==> src/hw/rtl/pcp_pkg.sv <==
// shared widths, command and status types for the polyline closest point block
package pcp_pkg;

   localparam int COORD_BITS = 24;
   localparam int INDEX_BITS = 16;

   localparam int DIFF_W   = COORD_BITS + 1;
   localparam int MUL_W    = COORD_BITS + 2;
   localparam int PROD_W   = 2 * MUL_W;
   localparam int DOT_W    = 2 * COORD_BITS + 3;
   localparam int LEN_W    = 2 * COORD_BITS + 2;
   localparam int BEST_W   = 2 * COORD_BITS + 2;
   localparam int DIST_W   = 2 * COORD_BITS + 1;
   localparam int ROOT_W   = COORD_BITS + 1;
   localparam int NUM_W    = 3 * COORD_BITS + 2;
   localparam int NT_W     = NUM_W + 1;
   localparam int REM_W    = 2 * COORD_BITS + 2;
   localparam int Q_W      = COORD_BITS + 1;
   localparam int ITER_W   = $clog2(COORD_BITS + 1);
   localparam int COUNT_W  = INDEX_BITS + 1;

   localparam int REQ_FIELDS_W = 4 * COORD_BITS;
   localparam int REQ_DATA_W   = ((REQ_FIELDS_W + 7) / 8) * 8;
   localparam int RSP_FIELDS_W = 2 * COORD_BITS + DIST_W + ROOT_W + INDEX_BITS;
   localparam int RSP_DATA_W   = ((RSP_FIELDS_W + 7) / 8) * 8;

   typedef enum logic [4:0] {
      OP_NONE,
      OP_LOAD,
      OP_DIFF,
      OP_DOT_X,
      OP_DOT_Y,
      OP_LEN_X,
      OP_LEN_Y,
      OP_LEN_SUM,
      OP_AT_START,
      OP_PAST_END,
      OP_PROJ_LO,
      OP_PROJ_HI,
      OP_PROJ_ACC,
      OP_DIV_INIT,
      OP_DIV_STEP,
      OP_PROJ_END,
      OP_AT_VERTEX,
      OP_DQ_X,
      OP_DQ_Y,
      OP_DQ_CMP,
      OP_SQ_INIT,
      OP_SQ_STEP,
      OP_EMIT,
      OP_ADVANCE
   } op_type;

   typedef struct packed {
      op_type op;
      logic   axis;
   } cmd_type;

   typedef struct packed {
      logic count_zero;
      logic last;
      logic zero_len;
      logic dot_le0;
      logic dot_ge_len;
      logic past_end;
      logic iter_done;
      logic out_free;
   } status_type;

endpackage

==> src/hw/rtl/pcp_control.sv <==
// sequencer that steps the datapath through one vertex
module pcp_control (
   input  logic                clock,
   input  logic                reset,
   input  logic                req_tvalid,
   output logic                req_tready,
   input  pcp_pkg::status_type status,
   output pcp_pkg::cmd_type    cmd
);
   import pcp_pkg::*;

   typedef enum logic [22:0] {
      S_IDLE     = 23'h000001,
      S_ROUTE    = 23'h000002,
      S_DIFF     = 23'h000004,
      S_DOT_X    = 23'h000008,
      S_DOT_Y    = 23'h000010,
      S_LEN_X    = 23'h000020,
      S_LEN_Y    = 23'h000040,
      S_LEN_SUM  = 23'h000080,
      S_DECIDE   = 23'h000100,
      S_PROJ_LO  = 23'h000200,
      S_PROJ_HI  = 23'h000400,
      S_PROJ_ACC = 23'h000800,
      S_DIV_INIT = 23'h001000,
      S_DIV      = 23'h002000,
      S_PROJ_END = 23'h004000,
      S_DQ_X     = 23'h008000,
      S_DQ_Y     = 23'h010000,
      S_DQ_CMP   = 23'h020000,
      S_AFTER    = 23'h040000,
      S_SQ_INIT  = 23'h080000,
      S_SQ       = 23'h100000,
      S_EMIT     = 23'h200000,
      S_ADVANCE  = 23'h400000
   } state_type;

   state_type state_ff, state_in;
   logic      axis_ff, axis_in;
   logic      end_ff, end_in;
   op_type    op;

   always_ff @(posedge clock) begin
      if (reset) begin
         state_ff <= S_IDLE;
         axis_ff  <= 1'b0;
         end_ff   <= 1'b0;
      end else begin
         state_ff <= state_in;
         axis_ff  <= axis_in;
         end_ff   <= end_in;
      end
   end

   always_comb begin
      state_in   = state_ff;
      axis_in    = axis_ff;
      end_in     = end_ff;
      op         = OP_NONE;
      req_tready = 1'b0;
      unique case (state_ff)
         S_IDLE: begin
            req_tready = 1'b1;
            if (req_tvalid) begin
               op       = OP_LOAD;
               state_in = S_ROUTE;
            end
         end
         S_ROUTE: begin
            axis_in = 1'b0;
            end_in  = status.count_zero;
            if (status.count_zero) begin
               if (status.last) begin
                  op       = OP_AT_VERTEX;
                  state_in = S_DQ_X;
               end else begin
                  state_in = S_ADVANCE;
               end
            end else begin
               state_in = S_DIFF;
            end
         end
         S_DIFF: begin
            op       = OP_DIFF;
            state_in = S_DOT_X;
         end
         S_DOT_X: begin
            if (status.zero_len && !status.last) begin
               state_in = S_ADVANCE;
            end else begin
               op       = OP_DOT_X;
               state_in = S_DOT_Y;
            end
         end
         S_DOT_Y: begin
            op       = OP_DOT_Y;
            state_in = S_LEN_X;
         end
         S_LEN_X: begin
            op       = OP_LEN_X;
            state_in = S_LEN_Y;
         end
         S_LEN_Y: begin
            op       = OP_LEN_Y;
            state_in = S_LEN_SUM;
         end
         S_LEN_SUM: begin
            op       = OP_LEN_SUM;
            state_in = S_DECIDE;
         end
         S_DECIDE: begin
            priority if (status.dot_le0) begin
               op       = OP_AT_START;
               state_in = S_DQ_X;
            end else if (status.dot_ge_len) begin
               op       = OP_PAST_END;
               state_in = S_AFTER;
            end else begin
               state_in = S_PROJ_LO;
            end
         end
         S_PROJ_LO: begin
            op       = OP_PROJ_LO;
            state_in = S_PROJ_HI;
         end
         S_PROJ_HI: begin
            op       = OP_PROJ_HI;
            state_in = S_PROJ_ACC;
         end
         S_PROJ_ACC: begin
            op       = OP_PROJ_ACC;
            state_in = S_DIV_INIT;
         end
         S_DIV_INIT: begin
            op       = OP_DIV_INIT;
            state_in = S_DIV;
         end
         S_DIV: begin
            op = OP_DIV_STEP;
            if (status.iter_done) begin
               state_in = S_PROJ_END;
            end
         end
         S_PROJ_END: begin
            op = OP_PROJ_END;
            if (!axis_ff) begin
               axis_in  = 1'b1;
               state_in = S_PROJ_LO;
            end else begin
               state_in = S_DQ_X;
            end
         end
         S_DQ_X: begin
            op       = OP_DQ_X;
            state_in = S_DQ_Y;
         end
         S_DQ_Y: begin
            op       = OP_DQ_Y;
            state_in = S_DQ_CMP;
         end
         S_DQ_CMP: begin
            op       = OP_DQ_CMP;
            state_in = S_AFTER;
         end
         S_AFTER: begin
            priority if (status.last && status.past_end && !end_ff) begin
               op       = OP_AT_VERTEX;
               end_in   = 1'b1;
               state_in = S_DQ_X;
            end else if (status.last) begin
               state_in = S_SQ_INIT;
            end else begin
               state_in = S_ADVANCE;
            end
         end
         S_SQ_INIT: begin
            op       = OP_SQ_INIT;
            state_in = S_SQ;
         end
         S_SQ: begin
            op = OP_SQ_STEP;
            if (status.iter_done) begin
               state_in = S_EMIT;
            end
         end
         S_EMIT: begin
            if (status.out_free) begin
               op       = OP_EMIT;
               state_in = S_IDLE;
            end
         end
         S_ADVANCE: begin
            op       = OP_ADVANCE;
            state_in = S_IDLE;
         end
         default: begin
            state_in = S_IDLE;
         end
      endcase
   end

   assign cmd.op   = op;
   assign cmd.axis = axis_ff;

endmodule

==> src/hw/rtl/pcp_datapath.sv <==
// registers, shared multiplier, divider and square root of the closest point search
module pcp_datapath (
   input  logic                                  clock,
   input  logic                                  reset,
   input  pcp_pkg::cmd_type                      cmd,
   output pcp_pkg::status_type                   status,
   input  logic [pcp_pkg::REQ_DATA_W-1:0]        req_tdata,
   input  logic                                  req_tuser,
   input  logic                                  req_tlast,
   output logic                                  rsp_tvalid,
   input  logic                                  rsp_tready,
   output logic signed [pcp_pkg::COORD_BITS-1:0] out_x,
   output logic signed [pcp_pkg::COORD_BITS-1:0] out_y,
   output logic [pcp_pkg::DIST_W-1:0]            out_dist,
   output logic [pcp_pkg::ROOT_W-1:0]            out_root,
   output logic [pcp_pkg::INDEX_BITS-1:0]        out_seg
);
   import pcp_pkg::*;

   localparam int CB = COORD_BITS;

   logic signed [CB-1:0]     vin_x_ff, vin_y_ff, query_x_ff, query_y_ff;
   logic signed [CB-1:0]     prior_x_ff, prior_y_ff, cand_x_ff, cand_y_ff;
   logic signed [CB-1:0]     best_x_ff, best_y_ff;
   logic                     last_ff, past_end_ff;
   logic [BEST_W-1:0]        best_ff, dacc_ff;
   logic [INDEX_BITS-1:0]    best_seg_ff;
   logic [COUNT_W-1:0]       count_ff;
   logic signed [DIFF_W-1:0] v1x_ff, v1y_ff, v2x_ff, v2y_ff;
   logic signed [DOT_W-1:0]  dot_ff;
   logic [LEN_W-1:0]         len_ff;
   logic signed [PROD_W-1:0] prod_ff;
   logic [NUM_W-1:0]         num_ff;
   logic [REM_W-1:0]         rem_ff;
   logic [Q_W-1:0]           dsh_ff, quo_ff;
   logic [ITER_W-1:0]        iter_ff;
   logic [BEST_W-1:0]        sq_sh_ff;
   logic [ROOT_W-1:0]        sq_res_ff;
   logic [ROOT_W:0]          sq_rem_ff;
   logic                     rsp_valid_ff;

   logic signed [MUL_W-1:0]  mul_a, mul_b, off, proj_sum;
   logic signed [DIFF_W-1:0] v1a, dq_x, dq_y;
   logic [DIFF_W-1:0]        mag;
   logic                     neg;
   logic [NT_W-1:0]          nt;
   logic [REM_W:0]           rem2, div_d, rem_sub;
   logic                     div_bit;
   logic [BEST_W-1:0]        dsum;
   logic [COUNT_W-1:0]       count_dec;
   logic [INDEX_BITS-1:0]    seg;
   logic [ROOT_W+2:0]        sq_r, sq_trial, sq_sub;
   logic                     sq_bit;
   logic                     out_free;

   assign v1a  = cmd.axis ? v1y_ff : v1x_ff;
   assign neg  = v1a[DIFF_W-1];
   assign mag  = neg ? DIFF_W'(-v1a) : DIFF_W'(v1a);
   assign dq_x = DIFF_W'(cand_x_ff) - DIFF_W'(query_x_ff);
   assign dq_y = DIFF_W'(cand_y_ff) - DIFF_W'(query_y_ff);

   always_comb begin
      mul_a = '0;
      mul_b = '0;
      unique case (cmd.op)
         OP_DOT_X: begin
            mul_a = MUL_W'(v1x_ff);
            mul_b = MUL_W'(v2x_ff);
         end
         OP_DOT_Y: begin
            mul_a = MUL_W'(v1y_ff);
            mul_b = MUL_W'(v2y_ff);
         end
         OP_LEN_X: begin
            mul_a = MUL_W'(v1x_ff);
            mul_b = MUL_W'(v1x_ff);
         end
         OP_LEN_Y: begin
            mul_a = MUL_W'(v1y_ff);
            mul_b = MUL_W'(v1y_ff);
         end
         OP_PROJ_LO: begin
            mul_a = $signed({1'b0, mag});
            mul_b = $signed({1'b0, dot_ff[CB:0]});
         end
         OP_PROJ_HI: begin
            mul_a = $signed({1'b0, mag});
            mul_b = $signed({2'b00, dot_ff[2*CB:CB+1]});
         end
         OP_DQ_X: begin
            mul_a = MUL_W'(dq_x);
            mul_b = MUL_W'(dq_x);
         end
         OP_DQ_Y: begin
            mul_a = MUL_W'(dq_y);
            mul_b = MUL_W'(dq_y);
         end
         default: begin
            mul_a = '0;
            mul_b = '0;
         end
      endcase
   end

   // division step for the rounded projection offset
   assign nt      = {num_ff, 1'b0} + NT_W'(len_ff);
   assign rem2    = {rem_ff, dsh_ff[Q_W-1]};
   assign div_d   = {len_ff, 1'b0};
   assign div_bit = rem2 >= div_d;
   assign rem_sub = rem2 - div_d;
   assign off     = neg ? -$signed({1'b0, quo_ff}) : $signed({1'b0, quo_ff});
   assign proj_sum = MUL_W'(cmd.axis ? prior_y_ff : prior_x_ff) + off;

   assign dsum      = dacc_ff + prod_ff[BEST_W-1:0];
   assign count_dec = count_ff - COUNT_W'(1);
   assign seg       = (count_ff == '0) ? '0 : count_dec[INDEX_BITS-1:0];

   // square root digit step
   assign sq_r     = {sq_rem_ff, sq_sh_ff[BEST_W-1:BEST_W-2]};
   assign sq_trial = {1'b0, sq_res_ff, 2'b01};
   assign sq_bit   = sq_r >= sq_trial;
   assign sq_sub   = sq_r - sq_trial;

   assign out_free = !rsp_valid_ff || rsp_tready;

   always_ff @(posedge clock) begin
      prod_ff <= mul_a * mul_b;
      unique case (cmd.op)
         OP_LOAD: begin
            vin_x_ff <= req_tdata[CB-1:0];
            vin_y_ff <= req_tdata[2*CB-1:CB];
            last_ff  <= req_tlast;
         end
         OP_DIFF: begin
            v1x_ff <= DIFF_W'(vin_x_ff) - DIFF_W'(prior_x_ff);
            v1y_ff <= DIFF_W'(vin_y_ff) - DIFF_W'(prior_y_ff);
            v2x_ff <= DIFF_W'(query_x_ff) - DIFF_W'(prior_x_ff);
            v2y_ff <= DIFF_W'(query_y_ff) - DIFF_W'(prior_y_ff);
         end
         OP_DOT_Y:   dot_ff <= $signed(prod_ff[DOT_W-1:0]);
         OP_LEN_X:   dot_ff <= dot_ff + $signed(prod_ff[DOT_W-1:0]);
         OP_LEN_Y:   len_ff <= prod_ff[LEN_W-1:0];
         OP_LEN_SUM: len_ff <= len_ff + prod_ff[LEN_W-1:0];
         OP_AT_START: begin
            cand_x_ff <= prior_x_ff;
            cand_y_ff <= prior_y_ff;
         end
         OP_PROJ_HI:  num_ff <= NUM_W'(prod_ff[2*CB+1:0]);
         OP_PROJ_ACC: num_ff <= num_ff + {prod_ff[2*CB:0], {(CB+1){1'b0}}};
         OP_DIV_INIT: begin
            rem_ff  <= nt[NT_W-1:CB+1];
            dsh_ff  <= nt[CB:0];
            quo_ff  <= '0;
            iter_ff <= ITER_W'(Q_W - 1);
         end
         OP_DIV_STEP: begin
            rem_ff  <= div_bit ? rem_sub[REM_W-1:0] : rem2[REM_W-1:0];
            dsh_ff  <= {dsh_ff[Q_W-2:0], 1'b0};
            quo_ff  <= {quo_ff[Q_W-2:0], div_bit};
            iter_ff <= iter_ff - ITER_W'(1);
         end
         OP_PROJ_END: begin
            if (cmd.axis) begin
               cand_y_ff <= proj_sum[CB-1:0];
            end else begin
               cand_x_ff <= proj_sum[CB-1:0];
            end
         end
         OP_AT_VERTEX: begin
            cand_x_ff <= vin_x_ff;
            cand_y_ff <= vin_y_ff;
         end
         OP_DQ_Y: dacc_ff <= prod_ff[BEST_W-1:0];
         OP_SQ_INIT: begin
            sq_sh_ff  <= best_ff;
            sq_res_ff <= '0;
            sq_rem_ff <= '0;
            iter_ff   <= ITER_W'(ROOT_W - 1);
         end
         OP_SQ_STEP: begin
            sq_sh_ff  <= {sq_sh_ff[BEST_W-3:0], 2'b00};
            sq_rem_ff <= sq_bit ? sq_sub[ROOT_W:0] : sq_r[ROOT_W:0];
            sq_res_ff <= {sq_res_ff[ROOT_W-2:0], sq_bit};
            iter_ff   <= iter_ff - ITER_W'(1);
         end
         OP_EMIT: begin
            out_x    <= best_x_ff;
            out_y    <= best_y_ff;
            out_dist <= best_ff[DIST_W-1:0];
            out_root <= sq_res_ff;
            out_seg  <= best_seg_ff;
         end
         default: begin
         end
      endcase
   end

   // tracking state
   always_ff @(posedge clock) begin
      if (reset) begin
         query_x_ff   <= '0;
         query_y_ff   <= '0;
         prior_x_ff   <= '0;
         prior_y_ff   <= '0;
         best_ff      <= '1;
         best_x_ff    <= '0;
         best_y_ff    <= '0;
         best_seg_ff  <= '0;
         past_end_ff  <= 1'b1;
         count_ff     <= '0;
         rsp_valid_ff <= 1'b0;
      end else begin
         if (rsp_valid_ff && rsp_tready) begin
            rsp_valid_ff <= 1'b0;
         end
         unique case (cmd.op)
            OP_LOAD: begin
               if (req_tuser) begin
                  query_x_ff  <= req_tdata[3*CB-1:2*CB];
                  query_y_ff  <= req_tdata[4*CB-1:3*CB];
                  prior_x_ff  <= '0;
                  prior_y_ff  <= '0;
                  best_ff     <= '1;
                  best_x_ff   <= '0;
                  best_y_ff   <= '0;
                  best_seg_ff <= '0;
                  past_end_ff <= 1'b1;
                  count_ff    <= '0;
               end
            end
            OP_AT_START: past_end_ff <= 1'b0;
            OP_PROJ_LO:  past_end_ff <= 1'b0;
            OP_PAST_END: past_end_ff <= 1'b1;
            OP_DQ_CMP: begin
               if (dsum < best_ff) begin
                  best_ff     <= dsum;
                  best_x_ff   <= cand_x_ff;
                  best_y_ff   <= cand_y_ff;
                  best_seg_ff <= seg;
               end
            end
            OP_EMIT: begin
               rsp_valid_ff <= 1'b1;
               prior_x_ff   <= '0;
               prior_y_ff   <= '0;
               best_ff      <= '1;
               best_x_ff    <= '0;
               best_y_ff    <= '0;
               best_seg_ff  <= '0;
               past_end_ff  <= 1'b1;
               count_ff     <= '0;
            end
            OP_ADVANCE: begin
               prior_x_ff <= vin_x_ff;
               prior_y_ff <= vin_y_ff;
               if (count_ff != '1) begin
                  count_ff <= count_ff + COUNT_W'(1);
               end
            end
            default: begin
            end
         endcase
      end
   end

   assign rsp_tvalid        = rsp_valid_ff;
   assign status.count_zero = count_ff == '0;
   assign status.last       = last_ff;
   assign status.zero_len   = (v1x_ff == '0) && (v1y_ff == '0);
   assign status.dot_le0    = dot_ff[DOT_W-1] || (dot_ff == '0);
   assign status.dot_ge_len = dot_ff >= $signed({1'b0, len_ff});
   assign status.past_end   = past_end_ff;
   assign status.iter_done  = iter_ff == '0;
   assign status.out_free   = out_free;

endmodule

==> src/hw/rtl/polyline_closest_point.sv <==
// top level of the polyline closest point block
//
// channel  dir  handshake            payload
// req      in   req_tvalid/tready    tdata vertex and target, tuser first, tlast last
// rsp      out  rsp_tvalid/tready    tdata nearest point, distances, segment
//
// a vertex either opens a polyline, skips a zero-length segment, defers the end, tries the
// segment start, or, when the target projects inside the segment, runs two 25-step
// divisions on one divider; the last vertex adds the end check and the square root
// synchronous reset clears the search state and the held target
// a result waiting on rsp_tready stalls only the next last vertex
module polyline_closest_point (
   input  logic                           clock,
   input  logic                           reset,
   input  logic                           req_tvalid,
   output logic                           req_tready,
   // vertex_x, vertex_y, target_x, target_y
   input  logic [pcp_pkg::REQ_DATA_W-1:0] req_tdata,
   // first_vertex
   input  logic                           req_tuser,
   input  logic                           req_tlast,
   output logic                           rsp_tvalid,
   input  logic                           rsp_tready,
   // nearest_x, nearest_y, dist_squared, dist_root, segment_index, zero fill
   output logic [pcp_pkg::RSP_DATA_W-1:0] rsp_tdata
);
   import pcp_pkg::*;

   cmd_type                 cmd;
   status_type              status;
   logic signed [COORD_BITS-1:0] out_x, out_y;
   logic [DIST_W-1:0]       out_dist;
   logic [ROOT_W-1:0]       out_root;
   logic [INDEX_BITS-1:0]   out_seg;

   pcp_control u_control (
      .clock      (clock),
      .reset      (reset),
      .req_tvalid (req_tvalid),
      .req_tready (req_tready),
      .status     (status),
      .cmd        (cmd)
   );

   pcp_datapath u_datapath (
      .clock      (clock),
      .reset      (reset),
      .cmd        (cmd),
      .status     (status),
      .req_tdata  (req_tdata),
      .req_tuser  (req_tuser),
      .req_tlast  (req_tlast),
      .rsp_tvalid (rsp_tvalid),
      .rsp_tready (rsp_tready),
      .out_x      (out_x),
      .out_y      (out_y),
      .out_dist   (out_dist),
      .out_root   (out_root),
      .out_seg    (out_seg)
   );

   assign rsp_tdata = RSP_DATA_W'({out_seg, out_root, out_dist, out_y, out_x});

endmodule

==> config.mk <==
export PLATFORM = sky130hd
export DESIGN_NAME = polyline_closest_point
export DESIGN_NICKNAME = d
export VERILOG_FILES = /design/src/hw/rtl/pcp_pkg.sv /design/src/hw/rtl/pcp_control.sv /design/src/hw/rtl/pcp_datapath.sv /design/src/hw/rtl/polyline_closest_point.sv
export SDC_FILE = /design/constraint.sdc
export NUM_CORES = 2
export LEC_CHECK = 0
export BUFFER_PORTS_ARGS = -buffer_cell sky130_fd_sc_hd__buf_2
export CORE_MARGIN = 2
export CORE_UTILIZATION = 45
export DETAILED_ROUTE_END_ITERATION = 6
export GPL_TIMING_DRIVEN = 0
export PLACE_DENSITY = 0.6
export SETUP_SLACK_MARGIN = 0.1
export SLEW_MARGIN = 25
export SYNTH_ARGS = -nofsm -noshare
export SYNTH_HDL_FRONTEND = slang
export SYNTH_SLANG_ARGS = --single-unit
==> constraint.sdc <==
create_clock -name clock -period 18.5 [get_ports clock]
set_clock_uncertainty 0.1 [all_clocks]
set_input_delay 1.85 -clock clock [delete_from_list [all_inputs] [get_ports clock]]
set_output_delay 1.85 -clock clock [all_outputs]
set_load 0.01 [all_outputs]
==> impl_metrics.env <==
export IMPL_fillers=19200
export IMPL_grt_use_total_pct=34.7
export IMPL_outcome="finished, final reports clean"
export IMPL_vias=78200
export IMPL_hold_ws_ps=333
export IMPL_fmax_mhz=77.2
export IMPL_wire_per_inst_um=28.0
export IMPL_hold_depth=0
export IMPL_yosys_area_top_type_share_pct=24.8
export IMPL_synth_edff_count=765
export IMPL_synthFlopType="edfxtp_1"
export IMPL_async_reset_ff_share_pct=0
export IMPL_synth_cells=9965
export IMPL_die_x_um=458
export IMPL_grt_pass1_vias=76900
export IMPL_place_inst=12900
export IMPL_cts_buffer_depth=3
export IMPL_yosys_top_cells_area="edfxtp_1, fa_1, ha_1, dfxtp_1, nand2_1"
export IMPL_fin_crit_ps=12950
export IMPL_netlist_area_um2=92800
export IMPL_yosys_warnings=0
export IMPL_postCtsSetupBuffers=0
export IMPL_cts_buffers=130
export IMPL_drc=0
export IMPL_min_to="u_datapath.out_y[10]"
export IMPL_tightest_slew_ps=1230
export IMPL_firstDrtPassIters=6
export IMPL_yosysTopAreaCell="edfxtp_1"
export IMPL_r2r_cells=38
export IMPL_hold_path_class="reg -> reg"
export IMPL_startpoint="u_datapath.cand_y_ff[0]"
export IMPL_grt_max_degree=90
export IMPL_setup_tns_ps=0
export IMPL_p_leak_nw=44.8
export IMPL_cts_tree="yes"
export IMPL_final_core_util_pct=50.1
export IMPL_rows=166
export IMPL_grt_antenna_before_repair=25
export IMPL_drt_iter0_markers=8104
export IMPL_ir_worst_vdd_uv=98.8
export IMPL_final_cell_count_no_fill=13200
export IMPL_setup_viol=0
export IMPL_cts_resized=0
export IMPL_clkTransAtPathRegs_ps=60
export IMPL_period_share_pct=70.0
export IMPL_grt_ovfl_total=0
export IMPL_gp_congestion=1.03
export IMPL_worstPathRequired_ps=19090
export IMPL_routed_wl_um=368000
export IMPL_rsz0062_at_grt="false"
export IMPL_yosysUniqueCellTypes=111
export IMPL_cp_end_kind="flip-flop"
export IMPL_final_hold_viol_count=0
export IMPL_num_io_pins=248
export IMPL_cap_violations=0
export IMPL_synthToLayoutAreaGrowth_pct=10.6
export IMPL_critPathMaxFanout=10
export IMPL_die_area_um2=210000
export IMPL_drv_slew=0
export IMPL_max_slew_margin_rel_pct=18.1
export IMPL_hpwl_um=304000
export IMPL_clock_root_buffer="clkbuf_16"
export IMPL_cts_sinks=1070
export IMPL_coreArea_um2=205000
export IMPL_crit_type="reg -> reg"
export IMPL_ys_ff_latch=1070
export IMPL_placed_area_um2=98200
export IMPL_fin_nets=11900
export IMPL_initial_core_util_pct=45.3
export IMPL_postCtsHoldBufs=0
export IMPL_slowest_stage="nand2_1"
export IMPL_avgSynthCellArea_um2=9.31
export IMPL_clk_latency_ps=830
export IMPL_r2r_start="u_datapath.cand_y_ff[0]"
export IMPL_grt_pass1_wl_um=528000
export IMPL_ant_nets=0
export IMPL_power_density_nw_per_um2=55.4
export IMPL_crit_top_cell="fa_1"
export IMPL_critPathLaunchType="flip-flop"
export IMPL_fin_area_um2=103000
export IMPL_arrival_ps=13540
export IMPL_rr_endpoint="u_datapath.prod_ff[50]"
export IMPL_seq_area_frac_synth_pct=31.3
export IMPL_rrSetupSlack_ps=5550
export IMPL_io_buffers=240
export IMPL_die_y_um=458
export IMPL_drive_above_1_share_pct=7.42
export IMPL_min_from="u_datapath.best_y_ff[10]"
export IMPL_max_stage_delay_ps=720
export IMPL_via_per_inst=5.94
export IMPL_ctsHtreeMaxLevel=4
## routing by layer
layer | GRT usage, % | vias to the layer above | part of all wire, %
met4 | 22.7 | 10 | 7.7
met3 | 6.87 | 889 | 8.3
met5 | 0 | - | 0.016
li1 | - | 35200 | -
met1 | 43.8 | 38500 | 40
met2 | 54.1 | 3595 | 44
## synthesized netlist by cell type, types with 171 or more instances
| cell type | instances |
|---|---|
| nand2_1 | 1223 |
| inv_1 | 1123 |
| edfxtp_1 | 765 |
| ha_1 | 738 |
| fa_1 | 715 |
| a21oi_1 | 703 |
| nor2_1 | 662 |
| o21ai_0 | 462 |
| xnor2_1 | 334 |
| dfxtp_1 | 305 |
| a21o_1 | 268 |
| clkbuf_1 | 237 |
| nand3_1 | 222 |
| xor2_1 | 212 |
| nor3_1 | 171 |
## cells by family (layout without fill, tap and decap cells)
kind of cell | Yosys count | after routing | share of synthesized area [%]
AOI/OAI and AO/OA | 2277 | 2277 | 15.8
xor gates and xnor gates | 546 | 546 | 5.15
adders and majority gates | 1453 | 1453 | 25.4
buffers and inverters | 1512 | 2020 | 6.37
DFF | 1070 | 1070 | 31.3
muxes | 75 | 75 | 0.823
other | 1 | 13 | 0.00404
and+or+nand+nor | 3031 | 3031 | 15.1
## registers in the layout (all words and copies together), names as in the netlist, 25 cells and up
name	flops
u_datapath.best_ff	50
u_datapath.dacc_ff	50
u_datapath.dot_ff	51
u_datapath.dsh_ff	25
u_datapath.len_ff	50
u_datapath.num_ff	74
u_datapath.out_dist	49
u_datapath.out_root	25
u_datapath.prod_ff	51
u_datapath.rem_ff	50
u_datapath.sq_rem_ff	26
u_datapath.sq_res_ff	25
u_datapath.sq_sh_ff	50
u_datapath.v1x_ff	25
u_datapath.v1y_ff	25
u_datapath.v2x_ff	25
u_datapath.v2y_ff	25
## metrics by stage
stage	power, mW	worst slack, ps
after floorplan	2.87	9020
after global placement	2.99	5230
after detailed placement	3.00	5710
after CTS	5.71	5640
after global routing	5.83	5250
final	5.68	5550
## power by group
group	leakage [nW]	total, mW	switching (mW)	internal, mW
Clock	2.15	2.72	1.13	1.59
Sequential	9.12	2.60	0.0269	2.57
Combinational	33.5	0.362	0.228	0.134
## cells in the final DEF, fill, tap and decap left out, drive strengths merged, types with 163 or more instances in the layout
| cell | synthesis | layout |
|---|---|---|
| xnor2 | 334 | 334 |
| nand3 | 222 | 222 |
| dfxtp | 305 | 305 |
| xor2 | 212 | 212 |
| o21ai | 486 | 486 |
| ha | 738 | 738 |
| inv | 1125 | 1135 |
| nand2 | 1225 | 1225 |
| a21oi | 706 | 706 |
| edfxtp | 765 | 765 |
| clkbuf | 238 | 408 |
| fa | 715 | 715 |
| nor2 | 663 | 663 |
| nor3 | 175 | 175 |
| a21o | 268 | 268 |
| buf | 149 | 421 |
| and2 | 163 | 163 |
## worst max path at each step
| stage | endpoint | slack [ps] | cells after the start |
|---|---|---|---|
| 4_1_cts | u_datapath.prod_ff[50] | 5640 | 39 |
| 3_3_place_gp | u_datapath.prod_ff[50] | 5230 | 32 |
| 5_1_grt | u_datapath.prod_ff[50] | 5250 | 39 |
| 2_1_floorplan | u_datapath.prod_ff[50] | 9020 | 36 |
| 6_report | u_datapath.prod_ff[50] | 5550 | 38 |
| 3_5_place_dp | u_datapath.prod_ff[50] | 5710 | 39 |
## worst max-delay path, delay by kind of cell (launching register included)
| family | cells | cell delay, ps |
|---|---|---|
| buf+inv | 7 | 1190 |
| xor+xnor | 1 | 140 |
| compound gates | 13 | 4510 |
| flops | 1 | 490 |
| simple gates | 7 | 1890 |
| fa+ha+maj | 10 | 4460 |
## area by class of cell
cell class                      count  area [um2]  area share (%)
Clock buffer                      170        3580            3.49
Multi-Input combinational cell   7388       58000            56.5
Tap cell                         2688        3360            3.28
Inverter                         1125        4240            4.13
Buffer                            387        1720            1.68
Sequential cell                  1070       29100            28.3
Antenna cell                        7        17.5          0.0171
Clock inverter                     66         851           0.829
Timing Repair Buffer              272        1760            1.71
(Power assumes the default switching activity.)
